$ cat config.mk
export PLATFORM = sky130hd
export DESIGN_NAME = integer_to_radix_ascii
export DESIGN_NICKNAME = d
export VERILOG_FILES = /design/src/rtl/itoa_pkg.sv /design/src/rtl/integer_to_radix_ascii.sv
export SDC_FILE = /design/constraint.sdc
export NUM_CORES = 1
export LEC_CHECK = 0
export BUFFER_PORTS_ARGS = -buffer_cell sky130_fd_sc_hd__buf_2
export CAP_MARGIN = 20
export CORE_MARGIN = 3
export CORE_UTILIZATION = 50
export DETAILED_ROUTE_END_ITERATION = 7
export GPL_TIMING_DRIVEN = 0
export PLACE_DENSITY = 0.64
export SLEW_MARGIN = 10
export SYNTH_ARGS = -nofsm -noshare
export SYNTH_HDL_FRONTEND = slang
export SYNTH_SLANG_ARGS = --single-unit
$ cat constraint.sdc
create_clock -name clock -period 9.9 [get_ports clock]
set_input_delay 1.98 -clock clock [delete_from_list [all_inputs] [get_ports clock]]
set_output_delay 1.98 -clock clock [all_outputs]
set_load 0.02 [all_outputs]
$ cat src/rtl/itoa_pkg.sv
// Shared constants and helpers for the integer to radix ASCII converter.
// Depends on nothing; imported by integer_to_radix_ascii.
package itoa_pkg;

   // Operand and text sizes
   localparam int VALUE_WIDTH = 32;
   localparam int MAX_CHARS   = 33;

   // Derived widths
   localparam int BIT_CNT_W = $clog2(VALUE_WIDTH);
   localparam int IDX_W     = $clog2(MAX_CHARS);
   localparam int CNT_W     = $clog2(MAX_CHARS + 1);
   localparam int DIGIT_W   = 6;
   localparam int RADIX_W   = 6;
   localparam int CHAR_W    = 7;

   // Radix limits
   localparam logic [RADIX_W-1:0] RADIX_MIN = RADIX_W'(2);
   localparam logic [RADIX_W-1:0] RADIX_MAX = RADIX_W'(36);

   // Character codes
   localparam logic [CHAR_W-1:0]  CHAR_ZERO     = CHAR_W'(8'h30);
   localparam logic [CHAR_W-1:0]  CHAR_A        = CHAR_W'(8'h41);
   localparam logic [CHAR_W-1:0]  CHAR_MINUS    = CHAR_W'(8'h2D);
   localparam logic [DIGIT_W-1:0] DECIMAL_LIMIT = DIGIT_W'(10);

   // Clamp a raw radix into the supported range
   function automatic logic [RADIX_W-1:0] clamp_radix(input logic [RADIX_W-1:0] r);
      logic [RADIX_W-1:0] res;
      res = r;
      if (r < RADIX_MIN) begin
         res = RADIX_MIN;
      end else if (r > RADIX_MAX) begin
         res = RADIX_MAX;
      end
      return res;
   endfunction

   // Map a digit value to its ASCII character
   function automatic logic [CHAR_W-1:0] digit_to_char(input logic [DIGIT_W-1:0] d);
      logic [CHAR_W-1:0] res;
      if (d < DECIMAL_LIMIT) begin
         res = CHAR_ZERO + CHAR_W'(d);
      end else begin
         res = CHAR_A + CHAR_W'(d - DECIMAL_LIMIT);
      end
      return res;
   endfunction

endpackage

$ cat src/rtl/integer_to_radix_ascii.sv
// Integer to radix ASCII converter: bit-serial restoring divider, digit store, character emitter.
// Depends on itoa_pkg for widths, character codes and the radix clamp.
// Sequence: digits are divided out after the start transfer until the quotient runs out, then
//   a minus sign for a negative value and each character (store read, output load) are emitted.
// Busy: high until the last character is strobed; a new item is accepted only while idle.
// Reset: synchronous, clears control state and the result strobe; the digit store is not cleared.
module integer_to_radix_ascii (
   input  logic                                  clock,
   input  logic                                  reset,
   input  logic                                  start,
   output logic                                  busy,
   input  logic signed [itoa_pkg::VALUE_WIDTH-1:0] req_value,
   input  logic [itoa_pkg::RADIX_W-1:0]          req_radix,
   output logic                                  rsp_valid,
   output logic [itoa_pkg::CHAR_W-1:0]           rsp_character,
   output logic                                  rsp_last
);
   import itoa_pkg::*;

   typedef enum logic [4:0] {
      ST_IDLE   = 5'b00001,
      ST_DIVIDE = 5'b00010,
      ST_SIGN   = 5'b00100,
      ST_READ   = 5'b01000,
      ST_SHOW   = 5'b10000
   } state_type;

   state_type                state_ff, state_in;
   logic [VALUE_WIDTH-1:0]   mag_ff, mag_in;
   logic [DIGIT_W-1:0]       rem_ff, rem_in;
   logic [RADIX_W-1:0]       radix_ff, radix_in;
   logic [BIT_CNT_W-1:0]     bit_cnt_ff, bit_cnt_in;
   logic [CNT_W-1:0]         count_ff, count_in;
   logic                     neg_ff, neg_in;
   logic                     rsp_valid_ff, rsp_valid_in;
   logic [CHAR_W-1:0]        rsp_char_ff, rsp_char_in;
   logic                     rsp_last_ff, rsp_last_in;

   // Digit store and its registered read port
   logic [DIGIT_W-1:0]       digit_mem [MAX_CHARS];
   logic [DIGIT_W-1:0]       rd_data_ff;
   logic                     wr_en, rd_en;
   logic [IDX_W-1:0]         wr_idx, rd_idx;
   logic [DIGIT_W-1:0]       wr_data;

   // Divider datapath
   logic [DIGIT_W:0]         trial;
   logic [DIGIT_W:0]         radix_ext;
   logic                     q_bit;
   logic [DIGIT_W-1:0]       rem_step;
   logic [VALUE_WIDTH-1:0]   quot_step;
   logic                     last_step;
   logic                     room;
   logic [CNT_W-1:0]         count_dec;
   logic                     accept;

   assign accept    = start && !busy;
   assign busy      = (state_ff != ST_IDLE);
   assign rsp_valid = rsp_valid_ff;
   assign rsp_character = rsp_char_ff;
   assign rsp_last  = rsp_last_ff;

   // One restoring division step: shift in the next dividend bit, subtract if it fits
   assign trial     = {rem_ff, mag_ff[VALUE_WIDTH-1]};
   assign radix_ext = {1'b0, radix_ff};
   assign q_bit     = (trial >= radix_ext);
   assign rem_step  = q_bit ? DIGIT_W'(trial - radix_ext) : DIGIT_W'(trial);
   assign quot_step = {mag_ff[VALUE_WIDTH-2:0], q_bit};
   assign last_step = (bit_cnt_ff == BIT_CNT_W'(VALUE_WIDTH - 1));
   assign room      = (({1'b0, count_ff} + (CNT_W+1)'(neg_ff)) < (CNT_W+1)'(MAX_CHARS));
   assign count_dec = count_ff - CNT_W'(1);

   // Store write and read controls
   assign wr_en   = (state_ff == ST_DIVIDE) && last_step && room;
   assign wr_idx  = count_ff[IDX_W-1:0];
   assign wr_data = rem_step;
   assign rd_en   = (state_ff == ST_READ);
   assign rd_idx  = count_dec[IDX_W-1:0];

   // Next-state and datapath control
   always_comb begin
      state_in     = state_ff;
      mag_in       = mag_ff;
      rem_in       = rem_ff;
      radix_in     = radix_ff;
      bit_cnt_in   = bit_cnt_ff;
      count_in     = count_ff;
      neg_in       = neg_ff;
      rsp_valid_in = 1'b0;
      rsp_char_in  = rsp_char_ff;
      rsp_last_in  = rsp_last_ff;
      unique case (state_ff)
         ST_IDLE: begin
            if (start) begin
               neg_in     = req_value[VALUE_WIDTH-1];
               mag_in     = req_value[VALUE_WIDTH-1] ? (VALUE_WIDTH'(0) - req_value[VALUE_WIDTH-1:0])
                                                     : req_value[VALUE_WIDTH-1:0];
               radix_in   = clamp_radix(req_radix);
               rem_in     = '0;
               bit_cnt_in = '0;
               count_in   = '0;
               state_in   = ST_DIVIDE;
            end
         end
         ST_DIVIDE: begin
            mag_in     = quot_step;
            rem_in     = rem_step;
            bit_cnt_in = bit_cnt_ff + BIT_CNT_W'(1);
            if (last_step) begin
               rem_in     = '0;
               bit_cnt_in = '0;
               if (room) begin
                  count_in = count_ff + CNT_W'(1);
               end
               // Stop once the quotient runs out
               if (quot_step == '0) begin
                  state_in = neg_ff ? ST_SIGN : ST_READ;
               end
            end
         end
         ST_SIGN: begin
            rsp_valid_in = 1'b1;
            rsp_char_in  = CHAR_MINUS;
            rsp_last_in  = (count_ff == '0);
            state_in     = (count_ff == '0) ? ST_IDLE : ST_READ;
         end
         ST_READ: begin
            count_in = count_dec;
            state_in = ST_SHOW;
         end
         ST_SHOW: begin
            rsp_valid_in = 1'b1;
            rsp_char_in  = digit_to_char(rd_data_ff);
            rsp_last_in  = (count_ff == '0);
            state_in     = (count_ff == '0) ? ST_IDLE : ST_READ;
         end
         default: begin
            state_in = ST_IDLE;
         end
      endcase
   end

   // Control registers
   always_ff @(posedge clock) begin
      if (reset) begin
         state_ff     <= ST_IDLE;
         bit_cnt_ff   <= '0;
         count_ff     <= '0;
         neg_ff       <= 1'b0;
         mag_ff       <= '0;
         rsp_valid_ff <= 1'b0;
      end else begin
         state_ff     <= state_in;
         bit_cnt_ff   <= bit_cnt_in;
         count_ff     <= count_in;
         neg_ff       <= neg_in;
         mag_ff       <= mag_in;
         rsp_valid_ff <= rsp_valid_in;
      end
   end

   // Payload registers
   always_ff @(posedge clock) begin
      rem_ff      <= rem_in;
      radix_ff    <= radix_in;
      rsp_char_ff <= rsp_char_in;
      rsp_last_ff <= rsp_last_in;
   end

   // Digit store write
   always_ff @(posedge clock) begin
      if (wr_en) begin
         digit_mem[wr_idx] <= wr_data;
      end
   end

   // Digit store read
   always_ff @(posedge clock) begin
      if (rd_en) begin
         rd_data_ff <= digit_mem[rd_idx];
      end
   end

   // Checks
   a_accept_divides: assert property (@(posedge clock) disable iff (reset)
      accept |=> (state_ff == ST_DIVIDE))
      else $error("accepted item did not start dividing");

   a_rem_below_radix: assert property (@(posedge clock) disable iff (reset)
      (state_ff == ST_DIVIDE) |-> (rem_ff < radix_ff))
      else $error("partial remainder not below radix");

   a_radix_clamped: assert property (@(posedge clock) disable iff (reset)
      (state_ff == ST_DIVIDE) |-> ((radix_ff >= RADIX_MIN) && (radix_ff <= RADIX_MAX)))
      else $error("radix out of range while dividing");

   a_show_strobes: assert property (@(posedge clock) disable iff (reset)
      ((state_ff == ST_SHOW) || (state_ff == ST_SIGN)) |=> rsp_valid_ff)
      else $error("character not strobed");

   a_last_ends_item: assert property (@(posedge clock) disable iff (reset)
      (rsp_valid_ff && rsp_last_ff) |-> (state_ff == ST_IDLE))
      else $error("last character while still converting");

endmodule
### Word-level counts from Yosys, hierarchy flattened

Memory sizes are Yosys's and may differ from the RTL's. A register that Yosys moved wholly into a read port is not among the register bits.
Index checks and enable logic that the tools add are counted.
W data, S select, Z words.

| storage, ports and cells | value |
|---|---|
| logic and storage cells | 75 |
| input port bits | 41 |
| memories kept | 1 |
| output and inout port bits | 10 |
| flip-flop bits (word level) | 70 |
| memory bits (writable) | 198 |

Memories:

| name | words | bits a word | read ports | clocked after Yosys merged registers in | write ports | RTL line | text |
|---|---|---|---|---|---|---|---|
| digit_mem | 33 | 6 | 1 | 1 | 1 | integer_to_radix_ascii.sv:40 | `logic [DIGIT_W-1:0] digit_mem [MAX_CHARS];` |

| cells by class | value |
|---|---|
| reduce and logical (&&, ||, !) cells | 13 |
| add/subtract/negate cells | 9 |
| magnitude comparators | 5 |
| equality and inequality tests | 11 |
| mux-type cells | 25 |

Operators by type and width:

| operator | number |
|---|---|
| $mux W32 | 2 |
| $pmux W32 S2 | 1 |
| $mux W6 | 6 |
| $logic_not A32 Y1 | 1 |
| $sub A1 B32 Y32 const A | 1 |
| $mux W5 | 5 |
| $pmux W5 S4 | 1 |
| $pmux W6 S3 | 1 |
| $pmux W7 S2 | 1 |
| $pmux W6 S2 | 1 |
| $eq A5 B5 Y1 const B | 2 |
| $pmux W5 S2 | 1 |
| $mux W4 | 2 |
| $add A6 B1 Y7 | 1 |
| $add A6 B6 Y7 const A | 1 |
| $add A7 B7 Y7 const A | 1 |
| $ge A7 B6 Y1 | 1 |
| $lt A7 B6 Y1 const B | 1 |
| $mux W7 | 1 |
| $sub A6 B4 Y7 const B | 1 |
| $add A6 B1 Y6 const B | 1 |
| $gt A6 B6 Y1 const B | 1 |
| $logic_not A6 Y1 | 1 |
| $lt A6 B2 Y1 const B | 1 |
| other kinds (19) | 27 |

### Longest topological paths before layout

Gate-level depths: netlist of the first run.

| logic depth | value |
|---|---|
| depth in word-level cells | 5 |
| depth in mapped cells | 10 |
| mapped depth without buffers | 10 |

### Worst setup path after synthesis of the first run

OpenSTA, ideal clock, no wires.

| timing path | value |
|---|---|
| path kind | input-to-reg |
| from | input port req_value[0] in the netlist's numbering |
| to | register mag_ff[30] |
| arrival time | 3.925 ns |
| path buffers | 0 |
| path slack | 5.844 ns |
| data required time | 9.769 ns |
| stages on the path | 8 |
| setup time | 0.131 ns |
| cell sequence | inv_1 -> ha_1 -> or3b_1 -> nand4b_1 -> or4_4 -> o41ai_2 -> xor2_1 -> o22ai_1 |

| on the way | value |
|---|---|
| cells in the longest elaborated chain, start to end | 4 |

Ends and longest elaborated chain:

| item | RTL line | text |
|---|---|---|
| start: declaration | integer_to_radix_ascii.sv:12 | `input logic signed [itoa_pkg::VALUE_WIDTH-1:0] req_value,` |
| $sub A1 B32 Y32 | integer_to_radix_ascii.sv:96 | `mag_in = req_value[VALUE_WIDTH-1] ? (VALUE_WIDTH'(0) - req_value[VALUE_WIDTH-1:0])` |
| $mux W32 | integer_to_radix_ascii.sv:96 |  |
| $mux W32 | integer_to_radix_ascii.sv:94 | `if (start) begin` |
| $pmux W32 S2 | integer_to_radix_ascii.sv:92 | `unique case (state_ff)` |
| end signal: assignment | integer_to_radix_ascii.sv:157 | `mag_ff <= mag_in;` |
| end: declaration | integer_to_radix_ascii.sv:29 | `logic [VALUE_WIDTH-1:0] mag_ff, mag_in;` |

No other way between the ends. The select of a mux whose other input is x is not followed.
A chain may end at the register's enable or synchronous reset.

### Worst setup path after layout of the first run

Ends and elaborated chain as after synthesis.

==> flow_summary.json, run 1 <==
{
  "syn_area_mm2": 0.0122,
  "layout-drive-gt1-share_pct": 19.5,
  "ant_nets": 0,
  "syn-num-nets": 914,
  "syn_avg_cell_area_um2": 14.3,
  "ys_seq_elements": 274,
  "initial_core_util_pct": 51.5,
  "ys.flop_type": "edfxtp_1",
  "r2r_slack_ps": 6130,
  "cts_made_buffers": 27,
  "wl_met1_mm": 12.1,
  "drcViolationCount": 0,
  "hold_path_end": "bit_cnt_ff[4]",
  "final-setup-viol-count": 0,
  "dp_hpwl_mm": 18.8,
  "numPortBuffers": 50,
  "synth_top_area_share_pct": 55.0,
  "required_ps": 10300,
  "cp-start-kind": "input pin",
  "clock-root-buffer": "clkbuf_16",
  "htreeDepth": 1,
  "slew_headroom_pct": 29.9,
  "clkLatencyLatePin_ps": 550,
  "period_minus_slack_ps": 4050,
  "final_common_cell": "edfxtp_1",
  "power_density_mw_per_mm2": 210,
  "clock_path_buffers": 3,
  "rsz0062_at_grt": "false",
  "dr_wl_met3_mm": 1.76,
  "vias": 7608,
  "mostFrequentLayoutCells": "edfxtp_1, nor2_1, mux4_2",
  "r2r_end": "rd_data_ff[5]",
  "gr-total-overflow": 0,
  "report.final.hold_viol_count": 0,
  "gp_congestion": 0.872,
  "async_flop_share_pct": 0,
  "met2_length_mm": 12.6,
  "diodes": 0,
  "synthToLayoutAreaGrowth_pct": 14.3,
  "synth-seq-area-share_pct": 63.1,
  "slowest_stage": "or4_4",
  "grt_max_degree": 35,
  "synth-edff-count": 224,
  "dr.pass1.iters": 7,
  "yosysWarnings": 0,
  "finalMaxSlewViolations": 0,
  "cts_setup_buffers": 0,
  "final_nets": 998,
  "clk_pin_slew_ps": 60,
  "wirelength_mm": 27.0,
  "synth_cells": 855,
  "hp-class": "reg2reg",
  "yosys-top-cells-area": "edfxtp_1, mux4_2, dfxtp_1, nor2_1, xor2_1",
  "worstPathArrival_ps": 4450,
  "min-delay-start": "bit_cnt_ff[4]",
  "finalCritPeriodShare_pct": 40.9,
  "tns_ps": 0,
  "post_drt_via_cell_ratio": 5.95,
  "die_x_um": 162,
  "fill_cells": 1857,
  "io_pins": 51,
  "skew_ps": 20.7,
  "worstMarginPinSlew_ps": 1050,
  "post_cts_resized": 0,
  "clock.fmax_ghz": 0.247,
  "fp-row-count": 56,
  "hold_buffers": 0,
  "ys_types": 66,
  "antenna_found_initial": 1,
  "top_layer": "met4",
  "drt_iter0_markers": 863,
  "crit_chain": "buf_2 -> inv_1 -> ha_1 -> or3b_1 -> nand4b_1 -> or4_4 -> o41ai_2 -> xor2_1 -> o22ai_1",
  "fp.coreArea_mm2": 0.0238,
  "die_y_um": 162,
  "critPathKind": "in2reg",
  "cpPeakStageDelay_ps": 640,
  "reg2regPathDepth": 9,
  "r2r_start": "count_ff[0]",
  "wire_per_inst_um": 21.1,
  "synth_top_area_cell": "edfxtp_1",
  "first_global_vias": 7522,
  "peakVddDrop_mv": 0.119,
  "max_cap_violations": 0,
  "hold_path_depth": 2,
  "status": "completed",
  "crit_fanout": 6,
  "p_leak_uw": 0.00475,
  "finalPower_uw": 2930,
  "die-area_mm2": 0.0264,
  "cts_sinks": 274,
  "track_usage_pct": 20.6,
  "cts_tree": "done",
  "end_kind": "flip-flop",
  "grt_pass1_wl_mm": 42.2
}
-- registers in the layout, summed over array words and instances (netlist names) --
| signal | flops |
|---|---|
| radix_ff | 6 |
| neg_ff | 1 |
| mag_ff | 32 |
| state_ff | 5 |
| rsp_character | 7 |
| count_ff | 6 |
| rsp_last | 1 |
| digit_mem | 198 |
| bit_cnt_ff | 5 |
| rd_data_ff | 6 |
| rem_ff | 6 |
| rsp_valid | 1 |
-- where the power goes --
group	internal (uW)	leakage, uW	switching (uW)
combinational	134	0.00180	258
clock	746	0.000499	436
sequential	1340	0.00245	14.9
total	2220	0.00475	709
-- critical path: cells and delay by family --
kind,cells,cell delay (ps)
AND/OR/NAND/NOR,3,1470
AO/OA/AOI/OAI,2,480
buffers and inverters,2,190
XOR/XNOR,1,180
adder cells (fa/ha/maj),1,150
-- worst max path at each step --
| stage | startpoint | end | slack, ps | depth (start not counted) |
|---|---|---|---|---|
| after CTS | req_value[0] | mag_ff[30] | 5920 | 9 |
| after global placement | mag_ff[31] | digit_mem[17][5] | 4470 | 9 |
| after global routing | req_value[0] | mag_ff[30] | 5790 | 9 |
| final | req_value[0] | mag_ff[30] | 5850 | 9 |
| after detailed placement | req_value[0] | mag_ff[30] | 5370 | 9 |
| after floorplan | req_value[0] | mag_ff[30] | 5840 | 8 |
-- final cells by class --
cell class                      count  area [um2]  area share [%]
Buffer                             45         175            1.25
Timing Repair Buffer               55         287            2.05
Clock inverter                     20         348            2.49
Clock buffer                       30         697            4.98
Tap cell                          319         399            2.85
Inverter                           28         105           0.752
Sequential cell                   274        7730            55.3
Multi-Input combinational cell    508        4250            30.4
-- synthesized netlist by cell type, types with 4 or more instances --
| cell type | instances |
|---|---|
| a21oi_1 | 35 |
| a221oi_1 | 7 |
| a222oi_1 | 8 |
| a22oi_1 | 8 |
| and2_1 | 5 |
| and3_1 | 17 |
| buf_1 | 9 |
| buf_2 | 5 |
| clkbuf_1 | 31 |
| dfxtp_1 | 50 |
| edfxtp_1 | 224 |
| ha_1 | 17 |
| inv_1 | 28 |
| mux2_2 | 5 |
| mux2i_1 | 9 |
| mux4_2 | 60 |
| nand2_1 | 45 |
| nand3_1 | 21 |
| nand3b_1 | 4 |
| nor2_1 | 82 |
| nor2b_1 | 5 |
| nor3_1 | 15 |
| nor4_1 | 11 |
| o21ai_0 | 19 |
| o22ai_1 | 18 |
| o31ai_1 | 11 |
| or4_1 | 4 |
| xnor2_1 | 17 |
| xor2_1 | 26 |
-- cells by family (layout without fill, tap and decap cells) --
| family | after synthesis | after routing | synth area share (%) |
|---|---|---|---|
| flops | 274 | 274 | 63.1 |
| xor+xnor | 43 | 43 | 3.08 |
| simple gates | 237 | 237 | 9.68 |
| fa+ha+maj | 19 | 19 | 1.98 |
| mux | 74 | 74 | 12.2 |
| buf+inv | 73 | 178 | 2.29 |
| compound gates | 135 | 135 | 7.59 |
-- stage by stage --
step	hold WS [ps]	worst slack (ps)	utilization (%)	cells	instance area, um2
final	483	5850	58.9	1279	14000
after global routing	488	5790	58.9	1279	14000
after global placement	461	4470	54.3	1224	12900
after CTS	484	5920	58.8	1277	14000
after detailed placement	472	5370	54.4	1227	12900
after floorplan	439	5840	-	855	12200
-- metal layers --
layer	GRT usage [%]	vias up
met3	2.98	47
met1	31.1	3802
met2	31.8	251
met4	5.70	0
li1	-	3508
met5	0	-
Power figures use the tool's default switching activity.
==> inputs of run 2 (changes only) <==
- PLACE_DENSITY: 0.64 -> 0.66
- clock period: 9.9 -> 3.31 ns (I/O delays scaled with it)
==> flow_summary.json, run 2 (synthesized netlist as in run 1, its figures left out) <==
{
  "cpPeakStageDelay_ps": 570,
  "fp-row-count": 56,
  "r2r_slack_ps": 110,
  "required_ps": 3490,
  "final-setup-viol-count": 0,
  "synthToLayoutAreaGrowth_pct": 13.8,
  "htreeDepth": 1,
  "hp-class": "in2reg",
  "clkLatencyLatePin_ps": 550,
  "gr-total-overflow": 0,
  "min-delay-start": "req_radix[2]",
  "post_drt_via_cell_ratio": 5.96,
  "period_minus_slack_ps": 3200,
  "post-place-ws_ps": -427,
  "cts_tree": "done",
  "grt_pass1_wl_mm": 41.7,
  "hold_path_depth": 2,
  "layout-drive-gt1-share_pct": 21.5,
  "grt_max_degree": 35,
  "hold_path_end": "radix_ff[2]",
  "crit_top_cell": "ha_1",
  "worstPathArrival_ps": 3390,
  "wirelength_mm": 27.1,
  "die_y_um": 162,
  "cts_made_buffers": 27,
  "largest_register_ffs": 198,
  "max_cap_violations": 0,
  "clock.fmax_ghz": 0.312,
  "antenna_found_initial": 2,
  "dp_hpwl_mm": 18.5,
  "p_leak_uw": 0.00471,
  "critPathKind": "reg2reg",
  "clock-root-buffer": "clkbuf_16",
  "ant_nets": 0,
  "worstMarginPinSlew_ps": 990,
  "crit_chain": "ha_1 -> ha_1 -> or2_2 -> o311a_1 -> nor3_2 -> nand3b_1 -> nor2_1",
  "status": "completed",
  "tns_ps": 0,
  "mostFrequentLayoutCells": "edfxtp_1, nor2_1, mux4_2",
  "fill_cells": 1845,
  "slowest_stage": "nor2_1",
  "reg2regPathDepth": 7,
  "die-area_mm2": 0.0264,
  "final_common_cell": "edfxtp_1",
  "fp.coreArea_mm2": 0.0238,
  "vias": 7613,
  "gp_congestion": 0.885,
  "final_core_util_pct": 58.6,
  "report.final.hold_viol_count": 0,
  "cts_sinks": 274,
  "drt_iter0_markers": 812,
  "first_global_vias": 7273,
  "skew_ps": 23.5,
  "wire_per_inst_um": 21.2,
  "clk_pin_slew_ps": 60,
  "drcViolationCount": 0,
  "r2r_start": "count_ff[0]",
  "numPortBuffers": 50,
  "top_register": "digit_mem",
  "power_density_mw_per_mm2": 592,
  "crit_fanout": 7,
  "track_usage_pct": 20.4,
  "final.setup.worst_slack_ps": 108,
  "cp-start-kind": "flip-flop",
  "diodes": 0,
  "die_x_um": 162,
  "clock_path_buffers": 3,
  "end_kind": "flip-flop",
  "hold_buffers": 0,
  "io_pins": 51,
  "dr.pass1.iters": 7,
  "finalMaxSlewViolations": 0,
  "peakVddDrop_mv": 0.348,
  "r2r_end": "digit_mem[12][1]",
  "finalCritPeriodShare_pct": 96.7,
  "final_nets": 998,
  "rsz0062_at_grt": "true",
  "slew_headroom_pct": 33.5,
  "initial_core_util_pct": 51.5
}
-- run 2: how the worst max path moves through the flow --
stage / start / end / slack, ps / depth (start not counted)
after floorplan: count_ff[0] / digit_mem[22][0] / 370 / 7
after global placement: mag_ff[31] / digit_mem[16][0] / -1000 / 9
after detailed placement: count_ff[0] / rd_data_ff[5] / -430 / 9
final: count_ff[0] / digit_mem[12][1] / 110 / 7
after CTS: count_ff[0] / rd_data_ff[0] / 0.04 / 9
after global routing: count_ff[0] / digit_mem[11][4] / -50 / 7
-- run 2: cell type report --
type                       instances  area, um2  share of cell area [%]
buffer                            45        205                    1.47
clock buffer                      32        694                    4.99
clock inverter                    17        146                    1.05
inverter                          28        105                   0.755
multi-input combinational        509       4330                    31.1
sequential                       274       7730                    55.5
tap                              319        399                    2.87
timing repair buffer              54        308                    2.21
-- run 2: worst max-delay path: cells and delay by family, from the launching register on --
family / cells / cell delay (ps)
flops: 1 / 360
fa+ha+maj: 2 / 480
compound gates: 1 / 410
simple gates: 4 / 1600
-- run 2: timing repair --
item,in CTS,in global routing
setup buffers,0,1
gates resized for setup,19,23
setup endpoints to repair,183,262
cloned,0,1
pin swaps,0,1
-- run 2: per-layer routing --
layer | wire length, um | up-vias | GRT usage (%) | part of all wire, %
met5 | 0 | - | 0 | 0
met1 | 12000 | 3792 | 31.1 | 44
met3 | 1940 | 35 | 2.70 | 7.2
met2 | 12700 | 265 | 31.9 | 47
li1 | - | 3521 | - | -
met4 | 422 | 0 | 4.23 | 1.6
-- run 2: through the flow --
step	cell area, um2	cells	total power, uW	hold slack, ps
after floorplan	12200	855	4860	439
after global placement	12900	1224	5270	461
after detailed placement	12900	1227	5330	471
after CTS	13800	1276	8220	387
after global routing	13900	1278	8520	416
final	13900	1278	8240	404
-- run 2: report_power, final --
group          leakage, uW  internal (uW)  switching [uW]
sequential         0.00245           4020            45.2
clock             0.000412           1660            1270
combinational      0.00185            447             803
